<file path="config.mk">
export PLATFORM = sky130hd
export DESIGN_NAME = work_stealing_victim_selector
export DESIGN_NICKNAME = d
export VERILOG_FILES = /design/src/hdl/wsvs_pkg.sv /design/src/hdl/wsvs_seed_bank.sv /design/src/hdl/wsvs_draw_unit.sv /design/src/hdl/work_stealing_victim_selector.sv
export SDC_FILE = /design/constraint.sdc
export NUM_CORES = 1
export LEC_CHECK = 0
export ABC_CLOCK_PERIOD_IN_PS = 8300
export BUFFER_PORTS_ARGS = -buffer_cell sky130_fd_sc_hd__buf_4
export CORE_ASPECT_RATIO = 0.6
export CORE_MARGIN = 4
export CORE_UTILIZATION = 45
export CTS_BUF_LIST = sky130_fd_sc_hd__clkbuf_16
export DETAILED_ROUTE_END_ITERATION = 8
export SYNTH_ARGS = -nofsm -noshare
export SYNTH_HDL_FRONTEND = slang
export SYNTH_SLANG_ARGS = --single-unit
</file>
<file path="constraint.sdc">
create_clock -name clk -period 8.3 [get_ports clk]
set_input_delay 0.415 -clock clk [delete_from_list [all_inputs] [get_ports clk]]
set_output_delay 0.415 -clock clk [all_outputs]
set_load 0.1 [all_outputs]
</file>
<file path="src/hdl/wsvs_pkg.sv">
// Shared types, constants and a helper function of the victim selector.
package wsvs_pkg;

  localparam int QUEUES      = 8;
  localparam int QUEUE_DEPTH = 16384;
  localparam int OCC_W       = $clog2(QUEUE_DEPTH);
  localparam int Q_IDX_W     = $clog2(QUEUES);
  localparam int CNT_W       = $clog2(QUEUES + 1);
  localparam int SEED_W      = 31;
  localparam int SEED_DEPTH  = 8;
  localparam int SEED_AW     = $clog2(SEED_DEPTH);
  localparam int CFG_AW      = 3;
  localparam int CFG_DW      = 32;

  // Park-Miller minimal standard generator
  localparam logic [14:0]       PM_A  = 15'd16807;
  localparam logic [SEED_W-1:0] PM_M  = 31'h7FFF_FFFF;
  localparam int                PROD_W = SEED_W + 15;

  localparam logic [CNT_W-1:0] ACTIVE_RESET = CNT_W'(QUEUES);

  // operation codes
  localparam logic OP_CHOOSE    = 1'b0;
  localparam logic OP_LOAD_SEED = 1'b1;

  // steal policies
  localparam logic [1:0] POL_BEST2 = 2'd0;
  localparam logic [1:0] POL_ALL   = 2'd1;
  localparam logic [1:0] POL_ONE   = 2'd2;

  // register index (paddr[2])
  localparam logic REG_ACTIVE = 1'b0;
  localparam logic REG_POLICY = 1'b1;

  typedef struct packed {
    logic              operation;
    logic [2:0]        thief;
    logic [SEED_W-1:0] seed_value;
    logic [OCC_W-1:0]  occupancy_q0;
    logic [OCC_W-1:0]  occupancy_q1;
    logic [OCC_W-1:0]  occupancy_q2;
    logic [OCC_W-1:0]  occupancy_q3;
    logic [OCC_W-1:0]  occupancy_q4;
    logic [OCC_W-1:0]  occupancy_q5;
    logic [OCC_W-1:0]  occupancy_q6;
    logic [OCC_W-1:0]  occupancy_q7;
  } in_item_t;

  typedef struct packed {
    logic       victim_found;
    logic [2:0] victim;
    logic       victim_nonempty;
  } out_item_t;

  // One radix-16 remainder step: (rem*16 + nib) mod n, with rem < n <= 8.
  function automatic logic [2:0] mod_step(input logic [2:0] rem, input logic [3:0] nib,
                                          input logic [CNT_W-1:0] n);
    logic [7:0] v;
    logic [7:0] d;
    v = {1'b0, rem, nib};
    for (int k = 4; k >= 0; k--) begin
      d = 8'(n) << k;
      if (v >= d) v = v - d;
    end
    return v[2:0];
  endfunction

endpackage

</file>
<file path="src/hdl/wsvs_seed_bank.sv">
// Per-thief generator seed registers, reset to one.
module wsvs_seed_bank import wsvs_pkg::*; (
  input  logic               clk,
  input  logic               rst_n,
  input  logic               we,
  input  logic [SEED_AW-1:0] waddr,
  input  logic [SEED_W-1:0]  wdata,
  input  logic [SEED_AW-1:0] raddr,
  output logic [SEED_W-1:0]  rdata
);

  logic [SEED_W-1:0] seed_r [SEED_DEPTH];

  always_ff @(posedge clk) begin
    if (!rst_n) begin
      for (int i = 0; i < SEED_DEPTH; i++) seed_r[i] <= SEED_W'(1);
    end else if (we) begin
      seed_r[waddr] <= wdata;
    end
  end

  assign rdata = seed_r[raddr];

endmodule

</file>
<file path="src/hdl/wsvs_draw_unit.sv">
// Shared draw unit: next Park-Miller seed, then its remainder modulo the queue count.
module wsvs_draw_unit import wsvs_pkg::*; (
  input  logic               clk,
  input  logic               rst_n,
  input  logic               start,
  input  logic [SEED_W-1:0]  seed,
  input  logic [CNT_W-1:0]   n,
  output logic               done,
  output logic [SEED_W-1:0]  new_seed,
  output logic [Q_IDX_W-1:0] draw
);

  typedef enum logic [1:0] {D_IDLE, D_MUL, D_FOLD, D_MOD} dstate_t;

  dstate_t           state_r;
  logic [SEED_W-1:0] seed_r;
  logic [CNT_W-1:0]  n_r;
  logic [PROD_W-1:0] prod_r;
  logic [2:0]        rem_r;
  logic [2:0]        cnt_r;
  logic              done_r;

  logic [SEED_W:0]   sum;
  logic [SEED_W-1:0] folded;
  logic [SEED_W:0]   padded;
  logic [3:0]        nib;

  // 16807*s mod 2^31-1: add the high part onto the low 31 bits, one correction
  assign sum    = {1'b0, prod_r[SEED_W-1:0]} + (SEED_W+1)'(prod_r[PROD_W-1:SEED_W]);
  assign folded = (sum >= {1'b0, PM_M}) ? SEED_W'(sum - {1'b0, PM_M}) : sum[SEED_W-1:0];

  // nibbles taken from the top, 8 per 32-bit padded seed
  assign padded = {1'b0, seed_r};
  assign nib    = padded[{~cnt_r, 2'b00} +: 4];

  always_ff @(posedge clk) begin
    if (!rst_n) begin
      state_r <= D_IDLE;
      done_r  <= 1'b0;
    end else begin
      done_r <= 1'b0;
      unique case (state_r)
        D_IDLE: begin
          if (start) begin
            seed_r  <= seed;
            n_r     <= n;
            state_r <= D_MUL;
          end
        end
        D_MUL: begin
          prod_r  <= seed_r * PM_A;
          state_r <= D_FOLD;
        end
        D_FOLD: begin
          seed_r  <= folded;
          rem_r   <= 3'd0;
          cnt_r   <= 3'd0;
          state_r <= D_MOD;
        end
        D_MOD: begin
          rem_r <= mod_step(rem_r, nib, n_r);
          cnt_r <= cnt_r + 3'd1;
          if (cnt_r == 3'd7) begin
            done_r  <= 1'b1;
            state_r <= D_IDLE;
          end
        end
        default: state_r <= D_IDLE;
      endcase
    end
  end

  assign done     = done_r;
  assign new_seed = seed_r;
  assign draw     = Q_IDX_W'(rem_r);

endmodule

</file>
<file path="src/hdl/work_stealing_victim_selector.sv">
// Top level of the work-stealing victim selector.
//
// Use: a request beat on in_* names a thief queue and carries all eight
// queue occupancies; one result beat on out_* gives the victim (or none).
// A load-seed beat stores the thief's generator seed and returns an
// all-zero result. Registers active_queues (addr 0) and steal_policy
// (addr 4) sit behind the APB port, pready tied high, zero wait states.
// One beat is worked on at a time; in_stall is high from accept until
// the result has moved into the output register.
// Seed loads and one or two active queues go straight to the finish
// state; fullest-of-all makes one compare per queue; each random draw
// attempt runs start, multiply, fold, eight radix-16 remainder steps and
// done, and a draw that hits the thief or the first pick is redrawn;
// the finish state then hands the result to the output register.
// The next beat can be taken while out_valid is high, since in_stall
// drops when the result enters the output register.
// A stalled output holds its beat; the next request may still be taken
// and waits in its finish state until the output register frees up.
// Reset: all seeds to 1, active_queues to 8, steal_policy to best of two,
// output empty.
module work_stealing_victim_selector import wsvs_pkg::*; (
  input  logic              clk,
  input  logic              rst_n,
  input  logic              in_valid,
  output logic              in_stall,
  input  in_item_t          in_data,
  output logic              out_valid,
  input  logic              out_stall,
  output out_item_t         out_data,
  input  logic              psel,
  input  logic              penable,
  input  logic              pwrite,
  input  logic [CFG_AW-1:0] paddr,
  input  logic [CFG_DW-1:0] pwdata,
  output logic [CFG_DW-1:0] prdata,
  output logic              pready
);

  typedef enum logic [2:0] {S_IDLE, S_SCAN, S_DRAW_GO, S_DRAW_WAIT, S_FINISH} state_t;

  state_t             state_r;
  in_item_t           item_r;
  logic [Q_IDX_W-1:0] idx_r;
  logic [OCC_W-1:0]   best_r;
  logic [Q_IDX_W-1:0] victim_r;
  logic               found_r;
  logic               second_r;
  logic [Q_IDX_W-1:0] k1_r;
  out_item_t          out_r;
  logic               out_valid_r;
  logic [CNT_W-1:0]   active_r;
  logic [1:0]         policy_r;

  logic               in_accept;
  logic               cfg_wr;
  logic [CNT_W-1:0]   n_eff;
  logic [OCC_W-1:0]   occ [QUEUES];
  logic               scan_take;
  logic [SEED_W-1:0]  in_seed;

  logic               seed_we;
  logic [SEED_AW-1:0] seed_waddr;
  logic [SEED_W-1:0]  seed_wdata;
  logic [SEED_W-1:0]  seed_rdata;

  logic               draw_done;
  logic [SEED_W-1:0]  draw_seed;
  logic [Q_IDX_W-1:0] draw_q;

  assign in_accept = in_valid && !in_stall;
  assign in_stall  = (state_r != S_IDLE);
  assign out_valid = out_valid_r;
  assign out_data  = out_r;

  // ---------------- configuration ----------------
  assign pready = 1'b1;
  assign cfg_wr = psel && penable && pwrite && pready;

  always_ff @(posedge clk) begin
    if (!rst_n) begin
      active_r <= ACTIVE_RESET;
      policy_r <= POL_BEST2;
    end else if (cfg_wr) begin
      unique case (paddr[2])
        REG_ACTIVE: active_r <= pwdata[CNT_W-1:0];
        REG_POLICY: policy_r <= pwdata[1:0];
        default:    ;
      endcase
    end
  end

  always_comb begin
    unique case (paddr[2])
      REG_ACTIVE: prdata = CFG_DW'(active_r);
      REG_POLICY: prdata = CFG_DW'(policy_r);
      default:    prdata = '0;
    endcase
  end

  // zero counts as one queue, anything past QUEUES as QUEUES
  always_comb begin
    if (active_r == '0)
      n_eff = CNT_W'(1);
    else if (active_r > CNT_W'(QUEUES))
      n_eff = CNT_W'(QUEUES);
    else
      n_eff = active_r;
  end

  // ---------------- latched request ----------------
  assign occ[0] = item_r.occupancy_q0;
  assign occ[1] = item_r.occupancy_q1;
  assign occ[2] = item_r.occupancy_q2;
  assign occ[3] = item_r.occupancy_q3;
  assign occ[4] = item_r.occupancy_q4;
  assign occ[5] = item_r.occupancy_q5;
  assign occ[6] = item_r.occupancy_q6;
  assign occ[7] = item_r.occupancy_q7;

  // zero and 2^31-1, which lock the generator at zero, are stored as 1
  assign in_seed = (in_data.seed_value == '0 || in_data.seed_value == PM_M) ?
                   SEED_W'(1) : in_data.seed_value;

  // ---------------- seed bank ----------------
  // seed loads come only in idle, write-backs only mid draw: never both
  assign seed_we    = (in_accept && in_data.operation == OP_LOAD_SEED) || draw_done;
  assign seed_waddr = draw_done ? item_r.thief : in_data.thief;
  assign seed_wdata = draw_done ? draw_seed : in_seed;

  wsvs_seed_bank u_seeds (
    .clk   (clk),
    .rst_n (rst_n),
    .we    (seed_we),
    .waddr (seed_waddr),
    .wdata (seed_wdata),
    .raddr (item_r.thief),
    .rdata (seed_rdata)
  );

  wsvs_draw_unit u_draw (
    .clk      (clk),
    .rst_n    (rst_n),
    .start    (state_r == S_DRAW_GO),
    .seed     (seed_rdata),
    .n        (n_eff),
    .done     (draw_done),
    .new_seed (draw_seed),
    .draw     (draw_q)
  );

  // fullest-of-all: strictly greater wins, so ties keep the lower index
  assign scan_take = (idx_r != item_r.thief) && (occ[idx_r] > best_r);

  // ---------------- sequencer ----------------
  always_ff @(posedge clk) begin
    if (!rst_n) begin
      state_r     <= S_IDLE;
      out_valid_r <= 1'b0;
    end else begin
      // the finish state reloads the output register itself
      if (out_valid_r && !out_stall && state_r != S_FINISH) out_valid_r <= 1'b0;

      unique case (state_r)
        S_IDLE: begin
          if (in_accept) begin
            item_r   <= in_data;
            found_r  <= 1'b0;
            victim_r <= '0;
            best_r   <= '0;
            idx_r    <= '0;
            second_r <= 1'b0;
            if (in_data.operation == OP_LOAD_SEED) begin
              state_r <= S_FINISH;
            end else if (n_eff == CNT_W'(1)) begin
              state_r <= S_FINISH;
            end else if (n_eff == CNT_W'(2)) begin
              // only the other of queues 0 and 1
              found_r  <= 1'b1;
              victim_r <= {{(Q_IDX_W-1){1'b0}}, ~in_data.thief[0]};
              state_r  <= S_FINISH;
            end else if (policy_r == POL_ALL) begin
              state_r <= S_SCAN;
            end else begin
              state_r <= S_DRAW_GO;
            end
          end
        end

        S_SCAN: begin
          if (scan_take) begin
            best_r   <= occ[idx_r];
            victim_r <= idx_r;
          end
          idx_r <= idx_r + Q_IDX_W'(1);
          if (CNT_W'(idx_r) == n_eff - CNT_W'(1)) begin
            found_r <= (best_r != '0) || scan_take;
            state_r <= S_FINISH;
          end
        end

        S_DRAW_GO: state_r <= S_DRAW_WAIT;

        S_DRAW_WAIT: begin
          if (draw_done) begin
            if (!second_r) begin
              if (draw_q == item_r.thief) begin
                state_r <= S_DRAW_GO;
              end else begin
                k1_r <= draw_q;
                if (policy_r == POL_ONE) begin
                  victim_r <= draw_q;
                  found_r  <= 1'b1;
                  state_r  <= S_FINISH;
                end else begin
                  second_r <= 1'b1;
                  state_r  <= S_DRAW_GO;
                end
              end
            end else begin
              if (draw_q == item_r.thief || draw_q == k1_r) begin
                state_r <= S_DRAW_GO;
              end else begin
                // tie goes to the first draw
                victim_r <= (occ[draw_q] > occ[k1_r]) ? draw_q : k1_r;
                found_r  <= 1'b1;
                state_r  <= S_FINISH;
              end
            end
          end
        end

        S_FINISH: begin
          if (!out_valid_r || !out_stall) begin
            out_r.victim_found    <= found_r;
            out_r.victim          <= 3'(victim_r);
            out_r.victim_nonempty <= found_r && (occ[victim_r] != '0);
            out_valid_r           <= 1'b1;
            state_r               <= S_IDLE;
          end
        end

        default: state_r <= S_IDLE;
      endcase
    end
  end

endmodule

</file>
== After elaboration in Yosys (flattened, before gate mapping) ==
Memory sizes are Yosys's and may differ from the RTL's. A register that Yosys moved wholly into a read port is not among the register bits.
Cells that the tools add are included.

* Add/sub/neg operators: 10
* Reductions and logical operators: 46
* Equal/unequal tests: 28
* Multiplexer cells: 98
* Multiply operators: 1
* Shift operators: 1
* Order comparisons: 13
* Bitwise gates (word level): 9

{| class="wikitable"
|+ Operator list
! cell !! count
|-
| binary-select mux 14 bit (select 3 bit) || 4
|-
| 2-to-1 mux 31 bit || 5
|-
| 2-to-1 mux 14 bit || 10
|-
| 2-to-1 mux 8 bit || 12
|-
| 2-to-1 mux 3 bit || 24
|-
| case mux 32 bit (2 select lines) || 1
|-
| case mux 31 bit (2 select lines) || 1
|-
| multiplier 31 x 15 -> 46 bit (second input constant) || 1
|-
| adder 31 x 15 -> 32 bit || 1
|-
| greater-or-equal comparator 32 x 31 -> 1 bit (second input constant) || 1
|-
| indexed part select 32 x 6 -> 4 bit || 1
|-
| == test 31 bit (second input constant) || 1
|-
| zero test 31 bit || 1
|-
| OR reduction 31 bit || 1
|-
| subtractor 31 bit (second input constant) || 1
|-
| > comparator 14 bit || 2
|-
| case mux 14 bit (2 select lines) || 1
|-
| nonzero test 14 bit || 2
|-
| 2-to-1 mux 1 bit || 27
|-
| case mux 3 bit (2 select lines) || 3
|-
| greater-or-equal comparator 4 bit (second input constant) || 4
|-
| inverter 3 -> 4 bit || 4
|-
| AND reduction 8 bit || 2
|-
| case mux 3 bit (5 select lines) || 1
|-
| 46 further kinds || 95
|}

* Bits in writable memories: 248
* Memories kept: 1
* Input port bits: 189
* Word-level logic and storage cells: 236
* Flip-flop bits (word level): 245
* Output and inout port bits: 40

{| class="wikitable"
|+ Memory list
! name !! words !! bits a word !! rd ports !! clocked after Yosys merged registers in !! write ports !! line !! text
|-
| u_seeds.seed_r || 8 || 31 || 1 || 1 || 8 || wsvs_seed_bank.sv:12 || <nowiki>logic [SEED_W-1:0] seed_r [SEED_DEPTH];</nowiki>
|}

== Logic depth before layout (Yosys ltp) ==
* Word-level depth: 21
* Mapped depth: 43
* Depth with buffers taken out: 41

== Cells and area by module ==
Synthesis repeated with hierarchy kept, for this count alone.

* Cells, all modules: 2722
* Area total of the unflattened synthesis: 34337.9 um^2

{| class="wikitable"
|+ By module, submodules not included
! module !! cells an instance !! sequential area each (um^2) !! area an instance (um^2) !! instances
|-
| wsvs_draw_unit || 1330 || 2672.6 || 13508.0 || 1
|-
| wsvs_seed_bank || 706 || 7447.1 || 11190.7 || 1
|-
| work_stealing_victim_selector || 686 || 4554.4 || 9639.2 || 1
|}

== Worst setup path after synthesis ==
OpenSTA, ideal clock, no wires.

* Path kind: register -> register
* Start point: register u_draw.rem_r[0] (netlist: u_draw.draw[0])
* End point: register u_draw.rem_r[0] (netlist: u_draw.draw[0]) (data pin)
* Setup slack: -638 ps
* Arrival: 8668 ps
* Data required time: 8030 ps
* Period minus slack after synthesis: 8938 ps
* Path buffers: 2
* Setup time: 270 ps
* Cell stages (with the launch flop): 43
* Cells stage by stage: edfxtp_1 clkbuf_1 buf_1 inv_1 ha_1 inv_1 fa_1 a21oi_1 nor2_1 a311o_2 o21ai_0 ha_1 a21oi_1 a21boi_0 nor2_1 o21ai_1 nor2_1 o22a_1 [... 7 more ...] mux2_2 inv_1 ha_1 nor2b_1 o21ai_0 nand2b_1 a21oi_1 o2111a_1 mux2_2 nand4_1 and2_1 fa_1 a21oi_1 nor2b_1 o21ai_0 or4b_2 a2111oi_4 mux2i_1

* Longest elaborated chain between the ends: 19
* Elaborated cells on any way between the ends: 24
* Classes of those cells: add/sub: 5; order compare: 5; mux: 14

{| class="wikitable"
|+ Ends and longest elaborated chain
! what !! line !! text
|-
| start, declared || wsvs_draw_unit.sv:19 || <nowiki>logic [2:0] rem_r;</nowiki>
|-
| start signal, assigned || wsvs_draw_unit.sv:61 || <nowiki>rem_r <= mod_step(rem_r, nib, n_r);</nowiki>
|-
| subtractor 7 x 8 -> 8 bit / greater-or-equal comparator 7 x 8 -> 1 bit (equally long branches) || wsvs_pkg.sv:63 || <nowiki>if (v >= d) v = v - d;</nowiki>
|-
| 2-to-1 mux 8 bit (*) || wsvs_pkg.sv:63 ||
|-
| 2-to-1 mux 8 bit (*) || wsvs_draw_unit.sv:42 || <nowiki>unique case (state_r)</nowiki>
|-
| 2-to-1 mux 8 bit (*) || wsvs_draw_unit.sv:37 || <nowiki>if (!rst_n) begin</nowiki>
|-
| subtractor 8 x 7 -> 8 bit / greater-or-equal comparator 8 x 7 -> 1 bit (equally long branches) || wsvs_pkg.sv:63 ||
|-
| 2-to-1 mux 8 bit (*) || wsvs_pkg.sv:63 ||
|-
| 2-to-1 mux 8 bit (*) || wsvs_draw_unit.sv:42 ||
|-
| 2-to-1 mux 8 bit (*) || wsvs_draw_unit.sv:37 ||
|-
| [... 3 more ...] || -- ||
|-
| 2-to-1 mux 8 bit (*) || wsvs_draw_unit.sv:37 ||
|-
| subtractor 8 x 5 -> 8 bit / greater-or-equal comparator 8 x 5 -> 1 bit (equally long branches) || wsvs_pkg.sv:63 ||
|-
| 2-to-1 mux 8 bit (*) || wsvs_pkg.sv:63 ||
|-
| 2-to-1 mux 8 bit (*) || wsvs_draw_unit.sv:42 ||
|-
| 2-to-1 mux 8 bit (*) || wsvs_draw_unit.sv:37 ||
|-
| greater-or-equal comparator 8 x 4 -> 1 bit / subtractor 3 bit (equally long branches) || wsvs_pkg.sv:63 ||
|-
| 2-to-1 mux 3 bit (*) || wsvs_pkg.sv:63 ||
|-
| case mux 3 bit (2 select lines) (*) || wsvs_draw_unit.sv:42 ||
|}

Every way passes the cells marked *; elsewhere a longest branch is shown, timed or not. The select of a mux whose other input is x is not followed.
A chain may end at the register's enable or synchronous reset.

== Worst setup path after layout ==
* Start point: register u_draw.rem_r[0] (netlist: u_draw.draw[0])
* End point: register u_draw.rem_r[1] (netlist: u_draw.draw[1]) (data pin)

The elaborated chain is that of the path after synthesis.

==> results.ini <==
[timing]
timing.hold.ws_ns=0.0627
slew_viol_final=0
hold_viol=0
max_clock_freq_mhz=125
min_period_over_period=0.961
skew_ns=0.0193
setup_ws_ns=0.327
fin_crit_ns=7.97
slew_headroom=0.129
setup_violations=0
tightest_slew_ns=1.29

[grt]
antenna_found_initial=7
grt_pass1_vias=23900
grtUsageMet3=0.0905
use_met2=0.368
track_usage=0.274
grt_overflow=0
grt_pass1_wl_mm=161
grt_max_degree=74
grt_util_met1=0.431
grt_most_used_layer=met1

[drt]
avgRoutedWirePerCell_um=26.9
drt_pass1_iterations=6
drtAntennaViolNets=0
viasPerCell=6.01
drtIter0Drc=3097
drc=0
routed_wl_mm=109
vias=24400

[outcome]
outcome=completed

[setup_path]
cp.arrival_ns=8.43
cp_max_fo=4
crit_required_ns=8.76
cp-start-kind=flip-flop
crit_type=reg -> reg
cp_slowest_cell=or4b_4
end_kind=flip-flop
cp_slowest_stage_delay_ns=0.48

[synth]
synth.distinct_cells=83
syn_area_per_cell_um2=12.5
syn_area_mm2=0.0335
ys_seq_area_frac=0.440
async_flop_share=0
synth_flop_cell=edfxtp_1
synth_cells=2672
ys_ff_latch=496
yosysWarnings=0
synth_edf_count=480

[finish]
area_delta_synth_final_pct=17.6
design_area_mm2=0.0394
fin_nets=3615
final_core_util=0.535
finalNonFillerCells=4055
final_cell_mix=edfxtp_1 (480), nor2_1 (321), buf_4 (291), ha_1 (255), inv_1 (238)
layout.cells.most_common=edfxtp_1
drive_gt1_frac=0.200

[floorplanning]
core_mm2=0.0736
dieArea_mm2=0.0789
dieHeight_um=219
io_pins=229
die_w_um=360
rows=77
start_util=0.455

[clock_tree]
cts_made_buffers=50
cts_tree=done
cts-root-buf=clkbuf_16
cts_buffer_depth=3
cts_htree_levels=2
worstSkewPairLatency_ns=0.62
cts_sinks=496
path_clk_slew_ns=0.07

[placement]
post_dp_cell_area_mm2=0.0363
dp_cells=3831
dp.final_hpwl_mm=81.8
place_ws_ns=-0.206
port-buffer-count=169
gp_congestion=0.944

[worst_hold_path]
hold_class=in -> reg

[job]
drv_cap=0

[power]
power_density_mw_per_mm2=352
vdd_ir_drop_max_uv=428
p_leak_nw=15.8

-- registers in the layout (all words and copies together), names as in the netlist, 2 cells and up, named ones only --
name / flops
u_draw.new_seed: 31
victim_r: 3
policy_r: 2
u_seeds.seed_r: 248
out_data: 5
u_draw.state_r: 2
u_draw.n_r: 4
best_r: 14
u_draw.prod_r: 46
u_draw.draw: 3
idx_r: 3
state_r: 3
item_r: 115
u_draw.cnt_r: 3
k1_r: 3
active_r: 4
-- worst paths after layout --
path	startpoint	end	slack, ns	depth (start not counted)
worst max-delay path	u_draw.draw[0]	u_draw.draw[1]	0.33	41
worst min-delay path	pwdata[2]	active_r[2]	0.06	3
worst max register to register	u_draw.draw[0]	u_draw.draw[1]	0.33	41
worst min register to register	found_r	out_data[4]	0.46	0
-- where the power goes --
part	total [W]	switching (W)	internal (W)	leakage (nW)
Clock	0.00225	0.00104	0.00120	0.819
Combinational	0.00806	0.00487	0.00320	10.2
Sequential	0.00356	0.000222	0.00334	4.82
-- area by class of cell --
type / count / area [um^2]
fillers: 6192 / 34200
multi-input cells: 1842 / 17600
clock buffers: 50 / 1250
repair buffers: 410 / 3380
flip-flops and latches: 496 / 14700
well taps: 987 / 1230
inverters: 227 / 852
diodes: 1 / 2.50
clock inverters: 42 / 318
-- per-layer routing --
metal	wire (um)	vias up
met4	1760	6
met3	14300	129
met5	41	-
met2	43500	1269
li1	-	10600
met1	49600	12300
-- cell families (layout without fill, tap and decap cells) --
family / Yosys count / count (layout) / synth area share
AO/OA/AOI/OAI: 359 / 359 / 0.0729
XOR/XNOR: 85 / 85 / 0.0222
adder cells (fa/ha/maj): 399 / 399 / 0.180
buffers and inverters: 361 / 729 / 0.0440
flip-flops: 496 / 496 / 0.440
multiplexers: 254 / 254 / 0.137
other: 2 / 30 / 0.000224
AND/OR/NAND/NOR: 716 / 716 / 0.103
-- through the flow --
stage                     power (W)  setup TNS, ns
after CTS                    0.0137              0
final                        0.0139              0
after detailed placement     0.0113         -0.609
after global placement       0.0112        -0.0601
after floorplan             0.00889              0
after global routing         0.0148         -0.260
-- synth_stat cells, drive strengths merged (5+ instances only) --
library cell / instances / area [um^2]
a21boi: 9 / 67.6
nor2b: 42 / 263
ha: 260 / 3250
xnor2: 57 / 499
a211oi: 22 / 165
o21bai: 10 / 75.1
and4: 10 / 90.1
buf: 48 / 298
nand4: 34 / 213
xor2: 28 / 245
nand2b: 22 / 138
a31oi: 20 / 125
nor4b: 7 / 61.3
o22ai: 13 / 81.3
a2111oi: 5 / 62.6
nand3: 49 / 245
nand2: 93 / 349
a22oi: 33 / 248
o211ai: 5 / 37.5
dfxtp: 16 / 320
mux4: 155 / 3520
a21oi: 74 / 370
and2: 28 / 175
mux2i: 61 / 623
inv: 227 / 852
a21o: 35 / 263
o31a: 5 / 43.8
clkbuf: 86 / 323
nor3: 24 / 120
edfxtp: 480 / 14400
nor2: 324 / 1220
nor4: 37 / 246
o21a: 12 / 90.1
and3: 16 / 100
fa: 139 / 2780
o31ai: 14 / 105
mux2: 38 / 428
o21ai: 59 / 295
or4: 10 / 78.8
a311oi: 5 / 43.8
-- worst max-delay path, delay by kind of cell (launching register included) --
family	cells	cell delay, ns
AOI/OAI and AO/OA	14	2.37
adders and majority gates	6	1.48
buffers and inverters	6	0.64
DFF	1	0.39
muxes	3	0.65
and+or+nand+nor	12	2.26
-- repair_timing --
item / CTS / global route
hold buffers: 116 / 0
pin swaps: 4 / 20
resized for setup: 8 / 44
buffers inserted: 2 / 13
setup endpoints to repair: 3 / 3
hold endpoints to repair: 116 / 0
Power figures use the tool's default switching activity.
